File: src/rtl/aot_pkg.sv
// aot_pkg: shared types and constants of the audio onset trigger
// no dependencies; imported by the interfaces and every rtl module

package aot_pkg;

  // field widths
  localparam int SMP_W   = 24;
  localparam int MAG_W   = 23;
  localparam int COEF_W  = 24;
  localparam int THR_W   = 23;
  localparam int HOLD_W  = 20;
  localparam int CIDX_W  = 4;
  localparam int CDATA_W = 24;

  localparam logic [MAG_W-1:0] MAG_MAX = {MAG_W{1'b1}};

  // register indexes on the configuration channel
  localparam logic [CIDX_W-1:0] REG_FAST_ATTACK  = 4'd0;
  localparam logic [CIDX_W-1:0] REG_FAST_RELEASE = 4'd1;
  localparam logic [CIDX_W-1:0] REG_SLOW_ATTACK  = 4'd2;
  localparam logic [CIDX_W-1:0] REG_SLOW_RELEASE = 4'd3;
  localparam logic [CIDX_W-1:0] REG_NOVELTY      = 4'd4;
  localparam logic [CIDX_W-1:0] REG_HIGH_THR     = 4'd5;
  localparam logic [CIDX_W-1:0] REG_LOW_THR      = 4'd6;
  localparam logic [CIDX_W-1:0] REG_COOLDOWN     = 4'd7;

  // register reset values
  localparam logic [COEF_W-1:0] RST_FAST_ATTACK  = 24'd16603360;
  localparam logic [COEF_W-1:0] RST_FAST_RELEASE = 24'd16765569;
  localparam logic [COEF_W-1:0] RST_SLOW_ATTACK  = 24'd16772848;
  localparam logic [COEF_W-1:0] RST_SLOW_RELEASE = 24'd16775968;
  localparam logic [COEF_W-1:0] RST_NOVELTY      = 24'd16768480;
  localparam logic [THR_W-1:0]  RST_HIGH_THR     = 23'd293601;
  localparam logic [THR_W-1:0]  RST_LOW_THR      = 23'd167772;
  localparam logic [HOLD_W-1:0] RST_COOLDOWN     = 20'd16800;

  typedef struct packed {
    logic [COEF_W-1:0] fast_attack;
    logic [COEF_W-1:0] fast_release;
    logic [COEF_W-1:0] slow_attack;
    logic [COEF_W-1:0] slow_release;
    logic [COEF_W-1:0] novelty;
    logic [THR_W-1:0]  high_thr;
    logic [THR_W-1:0]  low_thr;
    logic [HOLD_W-1:0] cooldown;
  } cfg_t;

  typedef enum logic [2:0] {
    ST_IDLE,
    ST_FAST,
    ST_SLOW,
    ST_SLOW_WB,
    ST_NOV,
    ST_NOV_WB
  } state_t;

  typedef enum logic [1:0] {
    SEL_FAST,
    SEL_SLOW,
    SEL_NOV
  } mul_sel_t;

  // commands from controller to datapath
  typedef struct packed {
    logic     load_mag;
    logic     mul_en;
    mul_sel_t mul_sel;
    logic     wb_fast;
    logic     wb_slow;
    logic     wb_nov;
  } cmd_t;

endpackage

File: src/rtl/aot_if.sv
// aot_if: valid/ready channel interfaces for samples, results and config writes
// depends on aot_pkg for field widths

interface aot_smp_if import aot_pkg::*; ();
  logic                    valid;
  logic                    ready;
  logic signed [SMP_W-1:0] sample;

  modport source (output valid, output sample, input ready);
  modport sink (input valid, input sample, output ready);
endinterface

interface aot_res_if import aot_pkg::*; ();
  logic             valid;
  logic             ready;
  logic             event_res;
  logic [MAG_W-1:0] novelty_level;

  modport source (output valid, output event_res, output novelty_level, input ready);
  modport sink (input valid, input event_res, input novelty_level, output ready);
endinterface

interface aot_cfg_if import aot_pkg::*; ();
  logic               valid;
  logic               ready;
  logic [CIDX_W-1:0]  index;
  logic [CDATA_W-1:0] data;

  modport source (output valid, output index, output data, input ready);
  modport sink (input valid, input index, input data, output ready);
endinterface

File: src/rtl/aot_regs.sv
// aot_regs: configuration register file of the onset trigger
// depends on aot_pkg for register indexes, reset values and cfg_t

module aot_regs import aot_pkg::*; (
  input  logic               clk,
  input  logic               rst,
  input  logic               wr_en,
  input  logic [CIDX_W-1:0]  wr_index,
  input  logic [CDATA_W-1:0] wr_data,
  output cfg_t               cfg
);

  // register writes, unknown indexes ignored
  always_ff @(posedge clk) begin
    if (rst) begin
      cfg.fast_attack  <= RST_FAST_ATTACK;
      cfg.fast_release <= RST_FAST_RELEASE;
      cfg.slow_attack  <= RST_SLOW_ATTACK;
      cfg.slow_release <= RST_SLOW_RELEASE;
      cfg.novelty      <= RST_NOVELTY;
      cfg.high_thr     <= RST_HIGH_THR;
      cfg.low_thr      <= RST_LOW_THR;
      cfg.cooldown     <= RST_COOLDOWN;
    end else if (wr_en) begin
      case (wr_index)
        REG_FAST_ATTACK:  cfg.fast_attack  <= wr_data[COEF_W-1:0];
        REG_FAST_RELEASE: cfg.fast_release <= wr_data[COEF_W-1:0];
        REG_SLOW_ATTACK:  cfg.slow_attack  <= wr_data[COEF_W-1:0];
        REG_SLOW_RELEASE: cfg.slow_release <= wr_data[COEF_W-1:0];
        REG_NOVELTY:      cfg.novelty      <= wr_data[COEF_W-1:0];
        REG_HIGH_THR:     cfg.high_thr     <= wr_data[THR_W-1:0];
        REG_LOW_THR:      cfg.low_thr      <= wr_data[THR_W-1:0];
        REG_COOLDOWN:     cfg.cooldown     <= wr_data[HOLD_W-1:0];
        default: ;
      endcase
    end
  end

endmodule

File: src/rtl/aot_ctrl.sv
// aot_ctrl: sequencer that steps one sample through the shared multiplier
// depends on aot_pkg for state_t and cmd_t

module aot_ctrl import aot_pkg::*; (
  input  logic clk,
  input  logic rst,
  input  logic in_valid,
  output logic in_ready,
  output logic out_valid,
  input  logic out_ready,
  output cmd_t cmd
);

  state_t state, state_next;
  logic   out_valid_next;

  // state and output-valid registers
  always_ff @(posedge clk) begin
    if (rst) begin
      state     <= ST_IDLE;
      out_valid <= 1'b0;
    end else begin
      state     <= state_next;
      out_valid <= out_valid_next;
    end
  end

  // next state and commands
  always_comb begin
    state_next  = state;
    in_ready    = 1'b0;
    cmd         = '0;
    cmd.mul_sel = SEL_FAST;
    case (state)
      ST_IDLE: begin
        in_ready = 1'b1;
        if (in_valid) begin
          cmd.load_mag = 1'b1;
          state_next   = ST_FAST;
        end
      end
      ST_FAST: begin
        cmd.mul_en  = 1'b1;
        cmd.mul_sel = SEL_FAST;
        state_next  = ST_SLOW;
      end
      ST_SLOW: begin
        cmd.wb_fast = 1'b1;
        cmd.mul_en  = 1'b1;
        cmd.mul_sel = SEL_SLOW;
        state_next  = ST_SLOW_WB;
      end
      ST_SLOW_WB: begin
        cmd.wb_slow = 1'b1;
        state_next  = ST_NOV;
      end
      ST_NOV: begin
        cmd.mul_en  = 1'b1;
        cmd.mul_sel = SEL_NOV;
        state_next  = ST_NOV_WB;
      end
      ST_NOV_WB: begin
        // hold here while the previous result is still unclaimed
        if (!out_valid || out_ready) begin
          cmd.wb_nov = 1'b1;
          state_next = ST_IDLE;
        end
      end
      default: state_next = ST_IDLE;
    endcase

    // result register occupancy
    if (cmd.wb_nov) begin
      out_valid_next = 1'b1;
    end else if (out_ready) begin
      out_valid_next = 1'b0;
    end else begin
      out_valid_next = out_valid;
    end
  end

endmodule

File: src/rtl/aot_dp.sv
// aot_dp: envelope, novelty and hysteresis datapath with one shared multiplier
// depends on aot_pkg for cfg_t, cmd_t and widths

module aot_dp import aot_pkg::*; (
  input  logic                    clk,
  input  logic                    rst,
  input  cmd_t                    cmd,
  input  cfg_t                    cfg,
  input  logic signed [SMP_W-1:0] sample,
  output logic                    event_res,
  output logic [MAG_W-1:0]        novelty_level
);

  localparam int PROD_W = COEF_W + MAG_W + 2;

  // rounding and clamp after the multiply: x + floor((p + 2^23) / 2^24)
  function automatic logic [MAG_W-1:0] pole_finish(
    input logic signed [PROD_W-1:0] p,
    input logic [MAG_W-1:0]         x
  );
    logic signed [PROD_W-1:0]        sum;
    logic signed [PROD_W-COEF_W-1:0] t;
    logic signed [PROD_W-COEF_W+1:0] r;
    sum = p + PROD_W'(1 << (COEF_W - 1));
    t   = sum[PROD_W-1:COEF_W];
    r   = $signed({4'b0000, x}) + $signed({{2{t[PROD_W-COEF_W-1]}}, t});
    if (r[PROD_W-COEF_W+1]) begin
      return '0;
    end else if (r > $signed({4'b0000, MAG_MAX})) begin
      return MAG_MAX;
    end else begin
      return r[MAG_W-1:0];
    end
  endfunction

  logic [MAG_W-1:0]         mag;
  logic [MAG_W-1:0]         fast_env;
  logic [MAG_W-1:0]         slow_env;
  logic [MAG_W-1:0]         nov;
  logic [HOLD_W-1:0]        hold_cnt;
  logic                     active;
  logic [MAG_W-1:0]         pole_x;
  logic signed [PROD_W-1:0] prod;

  logic [SMP_W-1:0]         raw;
  logic [SMP_W-1:0]         neg;
  logic [MAG_W-1:0]         mag_next;
  logic [MAG_W-1:0]         delta;
  logic [MAG_W-1:0]         mx;
  logic [MAG_W-1:0]         my;
  logic [COEF_W-1:0]        ma;
  logic signed [MAG_W:0]    md;
  logic signed [PROD_W-1:0] mul_a;
  logic signed [PROD_W-1:0] mul_b;
  logic [MAG_W-1:0]         nov_next;

  // rectify with saturation of the most negative code
  always_comb begin
    raw = sample;
    neg = '0 - raw;
    if (!raw[SMP_W-1]) begin
      mag_next = raw[MAG_W-1:0];
    end else if (neg[SMP_W-1]) begin
      mag_next = MAG_MAX;
    end else begin
      mag_next = neg[MAG_W-1:0];
    end
  end

  // positive envelope difference
  assign delta = (fast_env > slow_env) ? fast_env - slow_env : '0;

  // multiplier operand select
  always_comb begin
    case (cmd.mul_sel)
      SEL_FAST: begin
        mx = mag;
        my = fast_env;
        ma = (mag > fast_env) ? cfg.fast_attack : cfg.fast_release;
      end
      SEL_SLOW: begin
        mx = mag;
        my = slow_env;
        ma = (mag > slow_env) ? cfg.slow_attack : cfg.slow_release;
      end
      SEL_NOV: begin
        mx = delta;
        my = nov;
        ma = cfg.novelty;
      end
      default: begin
        mx = mag;
        my = fast_env;
        ma = cfg.fast_attack;
      end
    endcase
    md = $signed({1'b0, my}) - $signed({1'b0, mx});
    // operands sign-extended to the full product width
    mul_a = PROD_W'($signed({1'b0, ma}));
    mul_b = PROD_W'(md);
  end

  assign nov_next = pole_finish(prod, pole_x);

  // magnitude, product and pole input registers
  always_ff @(posedge clk) begin
    if (cmd.load_mag) begin
      mag <= mag_next;
    end
    if (cmd.mul_en) begin
      prod   <= mul_a * mul_b;
      pole_x <= mx;
    end
  end

  // filter state and hysteresis
  always_ff @(posedge clk) begin
    if (rst) begin
      fast_env <= '0;
      slow_env <= '0;
      nov      <= '0;
      hold_cnt <= '0;
      active   <= 1'b0;
    end else begin
      if (cmd.wb_fast) begin
        fast_env <= pole_finish(prod, pole_x);
      end
      if (cmd.wb_slow) begin
        slow_env <= pole_finish(prod, pole_x);
      end
      if (cmd.wb_nov) begin
        nov <= nov_next;
        if (hold_cnt != '0) begin
          hold_cnt <= hold_cnt - 1'b1;
        end else if (!active && nov_next > cfg.high_thr) begin
          active   <= 1'b1;
          hold_cnt <= cfg.cooldown;
        end else if (active && nov_next < cfg.low_thr) begin
          active <= 1'b0;
        end
      end
    end
  end

  // result register
  always_ff @(posedge clk) begin
    if (cmd.wb_nov) begin
      novelty_level <= nov_next;
      event_res     <= (hold_cnt == '0) && !active && (nov_next > cfg.high_thr);
    end
  end

endmodule

File: src/rtl/audio_onset_trigger_unit.sv
// audio onset trigger, top level: one signed Q1.23 sample in, one event flag
// and novelty level out. Channels: samples (sink), results (source) and a
// configuration write channel cfg (index 0..7, always ready; other indexes
// are dropped). The user must write configuration only while no sample is
// in flight; the block does not enforce this. Each accepted sample runs
// through one shared 25x24 multiplier three times (fast envelope, slow
// envelope, novelty), each pass followed by a rounding writeback; the
// result is registered at the last, and a new sample is taken only after it.
// The result sits in an output register, so the next sample is accepted
// while it waits. If results stalls, the next sample finishes its filter
// passes and then waits in its final step until the old result is taken.
// Reset (rst, synchronous) clears the envelopes, novelty, holdoff and event
// state and loads the default coefficients and thresholds.
// Depends on aot_pkg, aot_if, aot_regs, aot_ctrl and aot_dp.

module audio_onset_trigger_unit import aot_pkg::*; (
  input  logic       clk,
  input  logic       rst,
  aot_smp_if.sink    samples,
  aot_res_if.source  results,
  aot_cfg_if.sink    cfg
);

  cfg_t cfg_regs;
  cmd_t cmd;

  assign cfg.ready = 1'b1;

  aot_regs u_regs (
    .clk      (clk),
    .rst      (rst),
    .wr_en    (cfg.valid),
    .wr_index (cfg.index),
    .wr_data  (cfg.data),
    .cfg      (cfg_regs)
  );

  aot_ctrl u_ctrl (
    .clk       (clk),
    .rst       (rst),
    .in_valid  (samples.valid),
    .in_ready  (samples.ready),
    .out_valid (results.valid),
    .out_ready (results.ready),
    .cmd       (cmd)
  );

  aot_dp u_dp (
    .clk           (clk),
    .rst           (rst),
    .cmd           (cmd),
    .cfg           (cfg_regs),
    .sample        (samples.sample),
    .event_res     (results.event_res),
    .novelty_level (results.novelty_level)
  );

  // a request in flight blocks the next one
  a_one_in_flight: assert property (@(posedge clk) disable iff (rst)
    samples.valid && samples.ready |=> !samples.ready)
    else $error("sample accepted while previous one in flight");

  // novelty writeback always presents a result
  a_wb_shows: assert property (@(posedge clk) disable iff (rst)
    cmd.wb_nov |=> results.valid)
    else $error("writeback without result valid");

  // at most one of load, multiply, slow and novelty writeback at a time
  a_one_step: assert property (@(posedge clk) disable iff (rst)
    $onehot0({cmd.load_mag, cmd.mul_en, cmd.wb_slow, cmd.wb_nov}))
    else $error("overlapping sequencer commands");

  // an event is only reported above the firing level
  a_event_level: assert property (@(posedge clk) disable iff (rst)
    results.valid && results.event_res |-> results.novelty_level > cfg_regs.high_thr)
    else $error("event reported at or below high threshold");

endmodule
File: src/flat_wrapper.sv
// flat-port wrapper written by rule: the top's interface ports become plain ports
module audio_onset_trigger_unit_flat import aot_pkg::*;
  (clk, rst, samples_valid, samples_sample, samples_ready, results_valid, results_event_res, results_novelty_level, results_ready, cfg_valid, cfg_index, cfg_data, cfg_ready);
  aot_smp_if samples_i ();
  aot_res_if results_i ();
  aot_cfg_if cfg_i ();
  input  logic clk;
  input  logic rst;
  input wire logic [$bits(samples_i.valid)-1:0] samples_valid;
  input wire logic [$bits(samples_i.sample)-1:0] samples_sample;
  output wire logic [$bits(samples_i.ready)-1:0] samples_ready;
  output wire logic [$bits(results_i.valid)-1:0] results_valid;
  output wire logic [$bits(results_i.event_res)-1:0] results_event_res;
  output wire logic [$bits(results_i.novelty_level)-1:0] results_novelty_level;
  input wire logic [$bits(results_i.ready)-1:0] results_ready;
  input wire logic [$bits(cfg_i.valid)-1:0] cfg_valid;
  input wire logic [$bits(cfg_i.index)-1:0] cfg_index;
  input wire logic [$bits(cfg_i.data)-1:0] cfg_data;
  output wire logic [$bits(cfg_i.ready)-1:0] cfg_ready;
  assign samples_i.valid = samples_valid;
  assign samples_i.sample = samples_sample;
  assign samples_ready = samples_i.ready;
  assign results_valid = results_i.valid;
  assign results_event_res = results_i.event_res;
  assign results_novelty_level = results_i.novelty_level;
  assign results_i.ready = results_ready;
  assign cfg_i.valid = cfg_valid;
  assign cfg_i.index = cfg_index;
  assign cfg_i.data = cfg_data;
  assign cfg_ready = cfg_i.ready;
  audio_onset_trigger_unit u_core (.clk(clk), .rst(rst), .samples(samples_i), .results(results_i), .cfg(cfg_i));
endmodule
File: config.mk
export PLATFORM = sky130hd
export DESIGN_NAME = audio_onset_trigger_unit_flat
export DESIGN_NICKNAME = d
export VERILOG_FILES = /design/src/rtl/aot_pkg.sv /design/src/rtl/aot_if.sv /design/src/rtl/aot_regs.sv /design/src/rtl/aot_ctrl.sv /design/src/rtl/aot_dp.sv /design/src/rtl/audio_onset_trigger_unit.sv /design/src/flat_wrapper.sv
export SDC_FILE = /design/constraint.sdc
export NUM_CORES = 2
export LEC_CHECK = 0
export ABC_AREA = 1
export CAP_MARGIN = 40
export CELL_PAD_IN_SITES_DETAIL_PLACEMENT = 0
export CELL_PAD_IN_SITES_GLOBAL_PLACEMENT = 2
export CORE_MARGIN = 2
export CORE_UTILIZATION = 40
export CTS_BUF_LIST = sky130_fd_sc_hd__clkbuf_16
export CTS_CLUSTER_SIZE = 24
export DETAILED_ROUTE_END_ITERATION = 8
export DONT_BUFFER_PORTS = 1
export GPL_ROUTABILITY_DRIVEN = 0
export PLACE_DENSITY_LB_ADDON = 0.08
export SKIP_CTS_REPAIR_TIMING = 1
export SYNTH_ARGS = -nofsm -noshare
export SYNTH_HDL_FRONTEND = slang
export SYNTH_HIERARCHICAL = 1
export SYNTH_SLANG_ARGS = --single-unit
export TNS_END_PERCENT = 5
File: constraint.sdc
create_clock -name clk -period 10.9 [get_ports clk]
set_input_delay 1.635 -clock clk [delete_from_list [all_inputs] [get_ports clk]]
set_output_delay 1.635 -clock clk [all_outputs]
set_load 0.1 [all_outputs]
==> metrics.txt <==
CTS Buffer Depth=3; top post-synthesis cells by area=fa_1, dfxtp_1, nand2_1, ha_1, inv_1; Synth Register Bits=376; Detailed Routing Iterations Pass 1=5; worst rel slew slack=40.5%; Cell variety after synth=63; total track usage=29.3%; Setup crit end kind=flip-flop; number of diodes=0; via count=36,190; Finish-stage setup viols=0; port bufs=0; most common cell after layout, fill and taps aside=nand2_1; Total Wirelength=156,000 um; global-route wire length before repair=234,000 um; nets=6,537; arrival time at the worst endpoint=10.80 ns; fin crit share=95.6%; Post-synth EDFFs=96; Seq/Total Area, Yosys=20.4%; Filler Cells Inserted=10,725; pre-CTS setup slack=-0.0365 ns; CP bufs+invs=11; Final Skew=0.0561 ns; Mapped Avg Cell Area=7.55 um2; Fin. Hold Viols=0; worst slew pin tran=0.891 ns; Die H=327 um; Hold/Removal Path Class=flip-flop to flip-flop; io pins=84; worst-path cell with the longest stage delay=fa_2; outcome=finished, final reports clean; number of global-route vias before repair=36,571; Startpoint Class=flip-flop; layout cells sized above 1=9.25%; Reg2Reg Setup Slack=0.48 ns; yosys warns=6; post-route worst setup slack=0.480 ns; Antenna Violating Nets Remaining=0; Yosys top cell area share=23.3%; worst setup path category=flip-flop to flip-flop; Critical Path Fanout Max=6; ys async rst share=0%; worst path required time=11.28 ns; HPWL after DPL=125,000 um; clk slew on worst S/H paths=0.06 ns; cts bufs inserted=48; worst hold slack=0.456 ns; width of the chip=327 um; CTS tree=yes; total gr overflow=0; DR vias/cell=5.14; syn nets=6,425; commonest non-fill, non-tap cells in the layout=nand2_1, inv_1, nor2_1; Post-Syn Instances=5,520; Root Driver=clkbuf_16; Initial DRC Count=2,476; DIE AREA=107,000 um2; Initial Util=40.3%; clk_lat worst skew=0.65 ns; synth-to-layout area growth=12.9%; fin. max-slew vios=0; clock tree sinks=376; largest net degree at the start of global routing=101; cell row count=118; Final Core Density=45.5%; # H-tree levels=2; antenna violations before repair=1; post-layout min period=10.42 ns; CORE AREA=103,000 um2; main flop type after synthesis=dfxtp_1; WL per Instance=22.2 um; max cap viols=0; Syn Std Cell Area=41,700 um2; Residual DRC=0; Yosys top cell by area=fa_1; Crit path largest cell delay=0.64 ns; Peak Freq=96.0 MHz; cell family with most CP delay=adder cells
registers in the layout (all words and copies together) (netlist names):
name	flops
u_core/u_dp/hold_cnt	20
u_core/u_dp/prod	26
u_core/u_ctrl/state	3
u_core/u_dp/active	1
u_core/u_dp/fast_env	23
u_core/u_dp/nov	23
u_core/u_regs/cfg	186
u_core/u_dp/event_res	1
u_core/u_dp/slow_env	23
u_core/u_ctrl/out_valid	1
u_core/u_dp/mag	23
u_core/u_dp/pole_x	23
u_core/u_dp/novelty_level	23
routing by layer:
layer / up-vias / share of wire, % / GRT usage [%]
met5: - / 0.019 / 0
met4: 4 / 3.9 / 9.92
met3: 232 / 5.2 / 3.86
met2: 922 / 47 / 49.0
met1: 17674 / 44 / 39.1
li1: 17358 / - / -
tightest hold or removal path, stage by stage, from the launching register on:
cell and delay, ns:
dfxtp_1 0.32, nand2_1 0.05, nand3_1 0.05
final timing paths:
check	from	endpoint	cells after the start
worst max-delay path	u_core/u_dp/slow_env[14]	u_core/u_dp/prod[40]	51
worst min-delay path	u_core/u_regs/cfg[89]	u_core/u_regs/cfg[89]	2
worst max register to register	u_core/u_dp/slow_env[14]	u_core/u_dp/prod[40]	51
worst min register to register	u_core/u_regs/cfg[89]	u_core/u_regs/cfg[89]	2
cell usage after synthesis, drive strengths merged (38+ instances only):
master / instances
edfxtp: 96
inv: 1045
xor2: 83
o21ai: 277
nand2: 1255
clkbuf: 123
nor3: 49
nand3: 207
a21oi: 276
fa: 484
nand4: 38
nor2: 604
ha: 364
buf: 66
xnor2: 39
dfxtp: 280
per-stage QoR:
step / instances / TNS, ns / area, um2
finish: 7046 / 0 / 47000
global route: 7046 / -0.222 / 47000
CTS: 7022 / -0.175 / 46200
detailed placement: 6938 / -0.0427 / 44600
global placement: 6929 / 0 / 44500
floorplan: 5520 / 0 / 41700
cells by family (layout without fill, tap and decap cells):
kind of cell	Yosys count	count (layout)	share of synthesized area, %
AOI/OAI and AO/OA	700	700	9.44
xor gates and xnor gates	122	122	2.62
adders and majority gates	848	848	34.2
buffers and inverters	1252	1398	11.6
DFF	376	376	20.4
other	1	1	0.00900
and+or+nand+nor	2221	2221	21.8
final cells by class:
type / count / area [um2] / area share [%]
Multi-Input combinational cell: 3892 / 29000 / 61.7
Tap cell: 1380 / 1730 / 3.67
Clock inverter: 36 / 334 / 0.710
Timing Repair Buffer: 251 / 2250 / 4.78
Inverter: 1063 / 4010 / 8.53
Clock buffer: 48 / 1200 / 2.55
Sequential cell: 376 / 8490 / 18.0
Power is not shown: default switching activity piles up to over one toggle a cycle in this logic, so the estimate is an artifact.
